==> src/hp_pkg.sv <==
// Shared constants and the prime table for the Halton point generator.
// Used by hp_div and halton_point_generator_top; depends on nothing.
`default_nettype none
package hp_pkg;

  localparam int unsigned IDX_W   = 49;  // skip + row * (leap + 1) stays below 2^49
  localparam int unsigned DIV_W   = 56;  // divider word, a whole number of radix steps
  localparam int unsigned FRAC_W  = 48;  // fraction bits of the weight and the sum
  localparam int unsigned OUT_SH  = 16;
  localparam int unsigned P_W     = 9;   // largest prime is 311
  localparam int unsigned STEPS   = 8;   // quotient bits per divider cycle
  localparam int unsigned PASSES  = DIV_W / STEPS;
  localparam int unsigned PASS_W  = $clog2(PASSES + 1);
  localparam int unsigned PTAB_N  = 64;
  localparam int unsigned PTAB_W  = 6;
  localparam int unsigned CNT_W   = 7;   // holds a point size up to the table length

  localparam logic [DIV_W-1:0] WT_INIT = DIV_W'(1) << FRAC_W;

  // configuration register indexes
  localparam logic [1:0] REG_DIMS = 2'd0;
  localparam logic [1:0] REG_SKIP = 2'd1;
  localparam logic [1:0] REG_LEAP = 2'd2;

  localparam logic [P_W-1:0] PRIMES [PTAB_N] = '{
    9'd2,   9'd3,   9'd5,   9'd7,   9'd11,  9'd13,  9'd17,  9'd19,
    9'd23,  9'd29,  9'd31,  9'd37,  9'd41,  9'd43,  9'd47,  9'd53,
    9'd59,  9'd61,  9'd67,  9'd71,  9'd73,  9'd79,  9'd83,  9'd89,
    9'd97,  9'd101, 9'd103, 9'd107, 9'd109, 9'd113, 9'd127, 9'd131,
    9'd137, 9'd139, 9'd149, 9'd151, 9'd157, 9'd163, 9'd167, 9'd173,
    9'd179, 9'd181, 9'd191, 9'd193, 9'd197, 9'd199, 9'd211, 9'd223,
    9'd227, 9'd229, 9'd233, 9'd239, 9'd241, 9'd251, 9'd257, 9'd263,
    9'd269, 9'd271, 9'd277, 9'd281, 9'd283, 9'd293, 9'd307, 9'd311
  };

  typedef struct packed {
    logic start;
    logic busy;
    logic done;
  } div_ctl_t;

endpackage
`default_nettype wire

==> src/hp_div.sv <==
// Two-lane restoring divider by a small prime, STEPS quotient bits per cycle.
// Lane a gives quotient and remainder, lane b the quotient only. Uses hp_pkg.
`default_nettype none
module hp_div import hp_pkg::*; (
  input  wire logic              clk_i,
  input  wire logic              rst_ni,
  input  wire logic              start_i,
  input  wire logic [P_W-1:0]    divisor_i,
  input  wire logic [DIV_W-1:0]  num_a_i,
  input  wire logic [DIV_W-1:0]  num_b_i,
  output logic                   busy_o,
  output logic                   done_o,
  output logic [DIV_W-1:0]       quo_a_o,
  output logic [P_W-1:0]         rem_a_o,
  output logic [DIV_W-1:0]       quo_b_o
);

  logic [P_W-1:0]    div_q;
  logic [DIV_W-1:0]  sha_q, sha_d, shb_q, shb_d;
  logic [P_W-1:0]    rema_q, rema_d, remb_q, remb_d;
  logic [PASS_W-1:0] cnt_q, cnt_d;
  logic              busy_q, busy_d, done_q, done_d;

  // STEPS long-division steps on both lanes; remainders stay below the divisor
  always_comb begin
    logic [P_W:0]     ta, tb;
    logic [DIV_W-1:0] sa, sb;
    logic [P_W-1:0]   ra, rb;
    sa = sha_q;
    sb = shb_q;
    ra = rema_q;
    rb = remb_q;
    for (int i = 0; i < STEPS; i++) begin
      ta = {ra, sa[DIV_W-1]};
      tb = {rb, sb[DIV_W-1]};
      sa = {sa[DIV_W-2:0], 1'b0};
      sb = {sb[DIV_W-2:0], 1'b0};
      if (ta >= {1'b0, div_q}) begin
        sa[0] = 1'b1;
        ra = P_W'(ta - {1'b0, div_q});
      end else begin
        ra = ta[P_W-1:0];
      end
      if (tb >= {1'b0, div_q}) begin
        sb[0] = 1'b1;
        rb = P_W'(tb - {1'b0, div_q});
      end else begin
        rb = tb[P_W-1:0];
      end
    end
    sha_d = sa;
    shb_d = sb;
    rema_d = ra;
    remb_d = rb;
  end

  always_comb begin
    busy_d = busy_q;
    done_d = 1'b0;
    cnt_d  = cnt_q;
    if (start_i) begin
      busy_d = 1'b1;
      cnt_d  = PASS_W'(PASSES);
    end else if (busy_q) begin
      cnt_d = cnt_q - PASS_W'(1);
      if (cnt_q == PASS_W'(1)) begin
        busy_d = 1'b0;
        done_d = 1'b1;
      end
    end
  end

  always_ff @(posedge clk_i or negedge rst_ni) begin
    if (!rst_ni) begin
      busy_q <= 1'b0;
      done_q <= 1'b0;
      cnt_q  <= '0;
    end else begin
      busy_q <= busy_d;
      done_q <= done_d;
      cnt_q  <= cnt_d;
    end
  end

  always_ff @(posedge clk_i) begin
    if (start_i) begin
      div_q  <= divisor_i;
      sha_q  <= num_a_i;
      shb_q  <= num_b_i;
      rema_q <= '0;
      remb_q <= '0;
    end else if (busy_q) begin
      sha_q  <= sha_d;
      shb_q  <= shb_d;
      rema_q <= rema_d;
      remb_q <= remb_d;
    end
  end

  assign busy_o  = busy_q;
  assign done_o  = done_q;
  assign quo_a_o = sha_q;
  assign rem_a_o = rema_q;
  assign quo_b_o = shb_q;

endmodule
`default_nettype wire

==> src/halton_point_generator_top.sv <==
// Halton point generator: row in, one radical-inverse coordinate per dimension out.
// Sequencer, multiply-accumulate and output register; uses hp_pkg and hp_div.
//
// A row forms the index skip + row * (leap + 1) in a multiply and an add state. Each
// coordinate then loads its prime and weight and takes, per base-p digit of the index: a
// check, one pass of the shared divider, its done strobe and a multiply-accumulate.
// There are at most 49 digits in base 2 and fewer in larger primes, and a
// coordinate of index zero goes straight from its check to the emit state.
// A stalled output holds the emit state. No new row is taken until the last
// coordinate of the previous one is in the output register.
`default_nettype none
module halton_point_generator_top import hp_pkg::*; #(
  parameter int unsigned DIM_MAX = 16
) (
  input  wire logic        clk_i,
  input  wire logic        rst_ni,
  // configuration writes
  input  wire logic        cfg_valid_i,
  output logic             cfg_ready_o,
  input  wire logic [1:0]  cfg_index_i,
  input  wire logic [31:0] cfg_data_i,
  // row items
  input  wire logic        s_axis_tvalid,
  output logic             s_axis_tready,
  input  wire logic [31:0] s_axis_tdata,   // [31:0] row_index
  // coordinate items
  output logic             m_axis_tvalid,
  input  wire logic        m_axis_tready,
  output logic [39:0]      m_axis_tdata,   // [3:0] dim_index, [35:4] coordinate, zero pad
  output logic             m_axis_tlast    // last_coord
);

  localparam int unsigned KW = (DIM_MAX > 1) ? $clog2(DIM_MAX) : 1;

  localparam logic [2:0] ST_IDLE  = 3'd0;
  localparam logic [2:0] ST_MUL   = 3'd1;
  localparam logic [2:0] ST_ADD   = 3'd2;
  localparam logic [2:0] ST_COORD = 3'd3;
  localparam logic [2:0] ST_CHECK = 3'd4;
  localparam logic [2:0] ST_DIV   = 3'd5;
  localparam logic [2:0] ST_MAC   = 3'd6;
  localparam logic [2:0] ST_EMIT  = 3'd7;

  logic [2:0]        state_q, state_d;
  logic [4:0]        dims_q;
  logic [31:0]       skip_q;
  logic [15:0]       leap_q;
  logic [31:0]       row_q;
  logic [IDX_W-1:0]  idx_q;
  logic [KW-1:0]     k_q;
  logic [P_W-1:0]    prime_q;
  logic [DIV_W-1:0]  num_q, w_q;
  logic [P_W-1:0]    rem_q;
  logic [FRAC_W-1:0] sum_q;
  logic              out_valid_q;
  logic [3:0]        out_dim_q;
  logic [31:0]       out_coord_q;
  logic              out_last_q;

  div_ctl_t          dctl;
  logic              dctl_busy, dctl_done;
  logic [DIV_W-1:0]  quo_a, quo_b;
  logic [P_W-1:0]    rem_a;

  logic              in_acc, out_load, out_take, last_k;
  logic [CNT_W-1:0]  count_w;
  logic [16:0]       step_w;
  logic [IDX_W-1:0]  prod_w;
  logic [P_W+FRAC_W-1:0] mac_w;

  // config port
  assign cfg_ready_o = 1'b1;
  always_ff @(posedge clk_i or negedge rst_ni) begin
    if (!rst_ni) begin
      dims_q <= 5'd1;
      skip_q <= 32'd1;
      leap_q <= 16'd0;
    end else if (cfg_valid_i) begin
      unique case (cfg_index_i)
        REG_DIMS: dims_q <= cfg_data_i[4:0];
        REG_SKIP: skip_q <= cfg_data_i;
        REG_LEAP: leap_q <= cfg_data_i[15:0];
        default:  ;
      endcase
    end
  end

  // point size: zero counts as one, large values saturate
  always_comb begin
    if (dims_q == 5'd0) begin
      count_w = CNT_W'(1);
    end else if (CNT_W'(dims_q) > CNT_W'(DIM_MAX)) begin
      count_w = CNT_W'(DIM_MAX);
    end else begin
      count_w = CNT_W'(dims_q);
    end
  end
  assign last_k = (CNT_W'(k_q) + CNT_W'(1)) == count_w;

  assign step_w = {1'b0, leap_q} + 17'd1;
  assign prod_w = IDX_W'(row_q) * IDX_W'(step_w);
  assign mac_w  = rem_q * w_q[FRAC_W-1:0];

  assign s_axis_tready = (state_q == ST_IDLE);
  assign in_acc        = s_axis_tvalid && s_axis_tready;
  assign out_take      = m_axis_tvalid && m_axis_tready;
  assign out_load      = (state_q == ST_EMIT) && (!out_valid_q || m_axis_tready);

  assign dctl.start = (state_q == ST_CHECK) && (num_q != '0) && (w_q != '0);
  assign dctl.busy  = dctl_busy;
  assign dctl.done  = dctl_done;

  hp_div u_div (
    .clk_i     (clk_i),
    .rst_ni    (rst_ni),
    .start_i   (dctl.start),
    .divisor_i (prime_q),
    .num_a_i   (num_q),
    .num_b_i   (w_q),
    .busy_o    (dctl_busy),
    .done_o    (dctl_done),
    .quo_a_o   (quo_a),
    .rem_a_o   (rem_a),
    .quo_b_o   (quo_b)
  );

  always_comb begin
    state_d = state_q;
    unique case (state_q)
      ST_IDLE:  if (in_acc) state_d = ST_MUL;
      ST_MUL:   state_d = ST_ADD;
      ST_ADD:   state_d = ST_COORD;
      ST_COORD: state_d = ST_CHECK;
      ST_CHECK: state_d = dctl.start ? ST_DIV : ST_EMIT;
      ST_DIV:   if (dctl.done) state_d = ST_MAC;
      ST_MAC:   state_d = ST_CHECK;
      ST_EMIT:  if (out_load) state_d = last_k ? ST_IDLE : ST_COORD;
      default:  state_d = ST_IDLE;
    endcase
  end

  always_ff @(posedge clk_i or negedge rst_ni) begin
    if (!rst_ni) begin
      state_q     <= ST_IDLE;
      out_valid_q <= 1'b0;
      k_q         <= '0;
    end else begin
      state_q <= state_d;
      if (out_load) begin
        out_valid_q <= 1'b1;
      end else if (out_take) begin
        out_valid_q <= 1'b0;
      end
      if (state_q == ST_ADD) begin
        k_q <= '0;
      end else if (out_load && !last_k) begin
        k_q <= k_q + KW'(1);
      end
    end
  end

  always_ff @(posedge clk_i) begin
    if (in_acc) row_q <= s_axis_tdata;
    if (state_q == ST_MUL) idx_q <= prod_w;
    if (state_q == ST_ADD) idx_q <= idx_q + IDX_W'(skip_q);
    if (state_q == ST_COORD) begin
      prime_q <= PRIMES[PTAB_W'(k_q)];
      num_q   <= DIV_W'(idx_q);
      w_q     <= WT_INIT;
      sum_q   <= '0;
    end
    // digit j lands with weight floor(2^48 / p^(j+1))
    if (dctl.done) begin
      num_q <= quo_a;
      w_q   <= quo_b;
      rem_q <= rem_a;
    end
    if (state_q == ST_MAC) sum_q <= sum_q + mac_w[FRAC_W-1:0];
    if (out_load) begin
      out_dim_q   <= 4'(k_q);
      out_coord_q <= sum_q[FRAC_W-1:OUT_SH];
      out_last_q  <= last_k;
    end
  end

  assign m_axis_tvalid = out_valid_q;
  assign m_axis_tdata  = {4'b0, out_coord_q, out_dim_q};
  assign m_axis_tlast  = out_last_q;

  // divider is never restarted mid-pass
  assert property (@(posedge clk_i) disable iff (!rst_ni) dctl.start |-> !dctl.busy)
    else $error("divider started while busy");
  // digit from the divider is always a valid base-p digit
  assert property (@(posedge clk_i) disable iff (!rst_ni)
    (state_q == ST_MAC) |-> (rem_q < prime_q))
    else $error("digit not below prime");
  // a waiting coordinate is never overwritten
  assert property (@(posedge clk_i) disable iff (!rst_ni)
    (m_axis_tvalid && !m_axis_tready) |=> ($stable(m_axis_tdata) && m_axis_tvalid))
    else $error("pending coordinate lost");
  // ready for a new row only once the last coordinate of the previous one is in the output register
  assert property (@(posedge clk_i) disable iff (!rst_ni)
    ($rose(s_axis_tready) && $past(state_q == ST_EMIT)) |-> m_axis_tvalid && m_axis_tlast)
    else $error("row finished without last coordinate");

endmodule
`default_nettype wire
==> config.mk <==
export PLATFORM = sky130hd
export DESIGN_NAME = halton_point_generator_top
export DESIGN_NICKNAME = d
export VERILOG_FILES = /design/src/hp_pkg.sv /design/src/hp_div.sv /design/src/halton_point_generator_top.sv
export SDC_FILE = /design/constraint.sdc
export NUM_CORES = 2
export LEC_CHECK = 0
export ABC_AREA = 1
export BUFFER_PORTS_ARGS = -buffer_cell sky130_fd_sc_hd__buf_2
export CORE_UTILIZATION = 40
export CTS_BUF_LIST = sky130_fd_sc_hd__clkbuf_8
export DETAILED_ROUTE_END_ITERATION = 8
export GPL_TIMING_DRIVEN = 1
export HOLD_SLACK_MARGIN = 0.06
export PLACE_DENSITY = 0.54
export RECOVER_POWER = 100
export SYNTH_ARGS = -nofsm -noshare
export SYNTH_HDL_FRONTEND = slang
export SYNTH_SLANG_ARGS = --single-unit
==> constraint.sdc <==
create_clock -name clk_i -period 36.5 [get_ports clk_i]
set_input_delay 7.3 -clock clk_i [delete_from_list [all_inputs] [get_ports clk_i]]
set_output_delay 7.3 -clock clk_i [all_outputs]
set_load 0.005 [all_outputs]
==> results.tsv <==
metric	value	unit
CTS Buf Count	93	
Crit Path Max Fanout	30	
Slew Limit Fails	1071	
stages on the worst setup path	93	
sequential area share after synthesis	25.3	%
commonest cells after routing, fill and taps aside	nand2_1, inv_1, fa_1	
flop-to-flop setup slack	16.89	ns
# fillers	14300	
FFs w/ async S/R, synth	13.3	%
vias in the first global route	45500	
# IOs	115	
CP top delay family	simple AND/OR/NAND/NOR gates	
fin crit period	19.61	ns
DRC Markers	0	
largest cells by area after synthesis	fa_1, edfxtp_1, nand2_1	
post-detail-place hpwl	123	mm
Post-synth EDFFs	411	
placed cell count	8538	
antenna-violating nets left	0	
final clock skew	0.0691	ns
Cell Count, Final, Fillers Out	8711	
largest area contributor in the netlist	fa_1	
drt wl/cell	18.6	um
post-synth top area share	28.2	%
Top cell by count, worst path	nand2_1	
Pre-Repair DR Iteration Count	9	
Bufs on Longest Clock Path	3	
synthesized instance count	6749	
upper clock frequency limit	0.0510	GHz
beginning of the worst register-to-register path	u_div.div_q[1]	
most common cell after layout, fill and taps aside	nand2_1	
WHS Path Cells	0	
final hold vios	0	
Worst-path clk slew	0.07	ns
clock latency at the later pin of the worst-skew pair	0.80	ns
Post-Synthesis Cell Area	56800	sq um
CP Launch Point	u_div.div_q[1]	
die area	143000	sq um
YS warnings	0	
Cell variety after synth	62	
antenna violations before repair	2	
htree depth	3	
PortBufs	109	
Clock Sinks	495	
area grow syn2layout	6.97	%
Remaining Overflow, GRT	0	
Setup Fix Bufs, Post-CTS	0	
status	finished, violations left	
failing checks	max-capacitance violations, max-slew violations	
Worst-Margin Slew	4.21	ns
Die X	379	um
layout cells sized above 1	5.18	%
gpl congestion	0.897	
CTS resizes	0	
setup TNS	0	ns
worst hold-check path type	reg -> reg	
nets	7950	
Mean Syn Cell Area	8.41	sq um
CTS tree	done	
CP required	37.14	ns
final setup fails	0	
largest net degree at the start of global routing	85	
Die H	379	um
Final Cycle Share	53.7	%
via-per-instance ratio	5.05	
cts hold-fix bufs	0	
1st-iter DRT viols	2893	
Starting Density	40.5	%
row count	137	
Crit path arrival time	20.26	ns
Worst Reg2Reg Path Length in Cells	93	
final wirelength	162	mm
Yosys reg bits	495	
Slowest cell on crit path	clkbuf_1	
largest stage delay on the critical path	1.70	ns
first-pass GRT wire length	257	mm
buffer and inverter count on the worst path	8	
root buffer cell	clkbuf_8	
Slew HR	-181	%
CP Class	reg -> reg	
RSZ-0062 raised after global routing	no	
CORE AREA	140000	sq um
hold path start	prime_q[4]	
MaxCap Viol Count	20	
Vias	44000	
Core Util, Final	43.3	%
gr usage total	23.3	%
Worst setup EP type	register	
CP startpoint kind	register	
top_reg_cell synth	edfxtp_1	
## cell type report
class                   count  area (sq um)  share of cell area [%]
clock buffers             101          1390                    2.29
well taps                1876          2350                    3.87
inverters                1389          5210                    8.59
diodes                      1          2.50                 0.00412
repair buffers            161           815                    1.34
clock inverters            71           497                   0.818
multi-input cells        4617         36100                    59.5
flip-flops and latches    495         14400                    23.6
## logic make-up after synthesis
group / count (synthesis) / synth area share [%]
AOI/OAI and AO/OA: 765 / 7.26
xor gates and xnor gates: 120 / 1.85
adders and majority gates: 1122 / 35.3
buffers and inverters: 1640 / 10.9
DFF: 495 / 25.3
muxes: 18 / 0.355
other: 2 / 0.0132
and+or+nand+nor: 2587 / 19.0
## final timing paths
kind	to
max	u_div.rem_a_o[1]
min	u_div.div_q[4]
max in group asynchronous	u_div.cnt_q[1]
max reg2reg	u_div.rem_a_o[1]
min in group asynchronous	skip_q[31]
min reg2reg	u_div.div_q[4]
## per-layer routing
layer,GRT usage (%),vias to the layer above,share of wire (%)
li1,-,20800,-
met1,30.6,21800,43
met4,7.34,0,3.2
met3,2.60,258,4.6
met2,39.9,1076,49
met5,0,-,0
## registers in the layout, summed over array words and instances (netlist names), 4 cells and up
| signal | count |
|---|---|
| num_q | 56 |
| u_div.quo_a_o | 56 |
| u_div.quo_b_o | 56 |
| w_q | 56 |
| idx_q | 49 |
| sum_q | 48 |
| out_coord_q | 32 |
| row_q | 32 |
| skip_q | 32 |
| leap_q | 16 |
| rem_q | 9 |
| u_div.rem_a_o | 9 |
| u_div.remb_q | 9 |
| prime_q | 6 |
| u_div.div_q | 6 |
| dims_q | 5 |
| k_q | 4 |
| out_dim_q | 4 |
## synthesized netlist by cell type (17+ instances only)
master	count
a21oi_1	282
a31oi_1	29
buf_1	24
clkbuf_1	213
dfrtp_1	64
dfxtp_1	18
edfxtp_1	411
fa_1	800
ha_1	322
inv_1	1367
mux2_2	17
nand2_1	1882
nand2_2	27
nand3_1	176
nand4_1	55
nor2_1	294
nor3_1	38
nor4_1	23
o21a_1	34
o21ai_0	343
o21bai_1	18
xnor2_1	59
xor2_1	61
## through the flow
| stage | area, sq um | setup slack [ns] | hold WS [ns] |
|---|---|---|---|
| global route | 60700 | 14.49 | 0.490 |
| global placement | 59200 | 20.76 | 0.468 |
| CTS | 61100 | 20.37 | 0.489 |
| detailed placement | 59200 | 20.38 | 0.457 |
| floorplan | 56800 | 22.21 | 0.400 |
| finish | 60700 | 16.89 | 0.480 |
## worst register-to-register path: cells and delay by family, from the launching register on
kind | cells | cell delay (ns)
simple gates | 55 | 8.33
compound gates | 22 | 4.66
fa+ha+maj | 8 | 3.36
buf+inv | 8 | 2.79
flops | 1 | 0.36
Power is left out: the tool's default activity adds up to more than one toggle a clock period on the data nets, which glitch-free logic cannot reach.
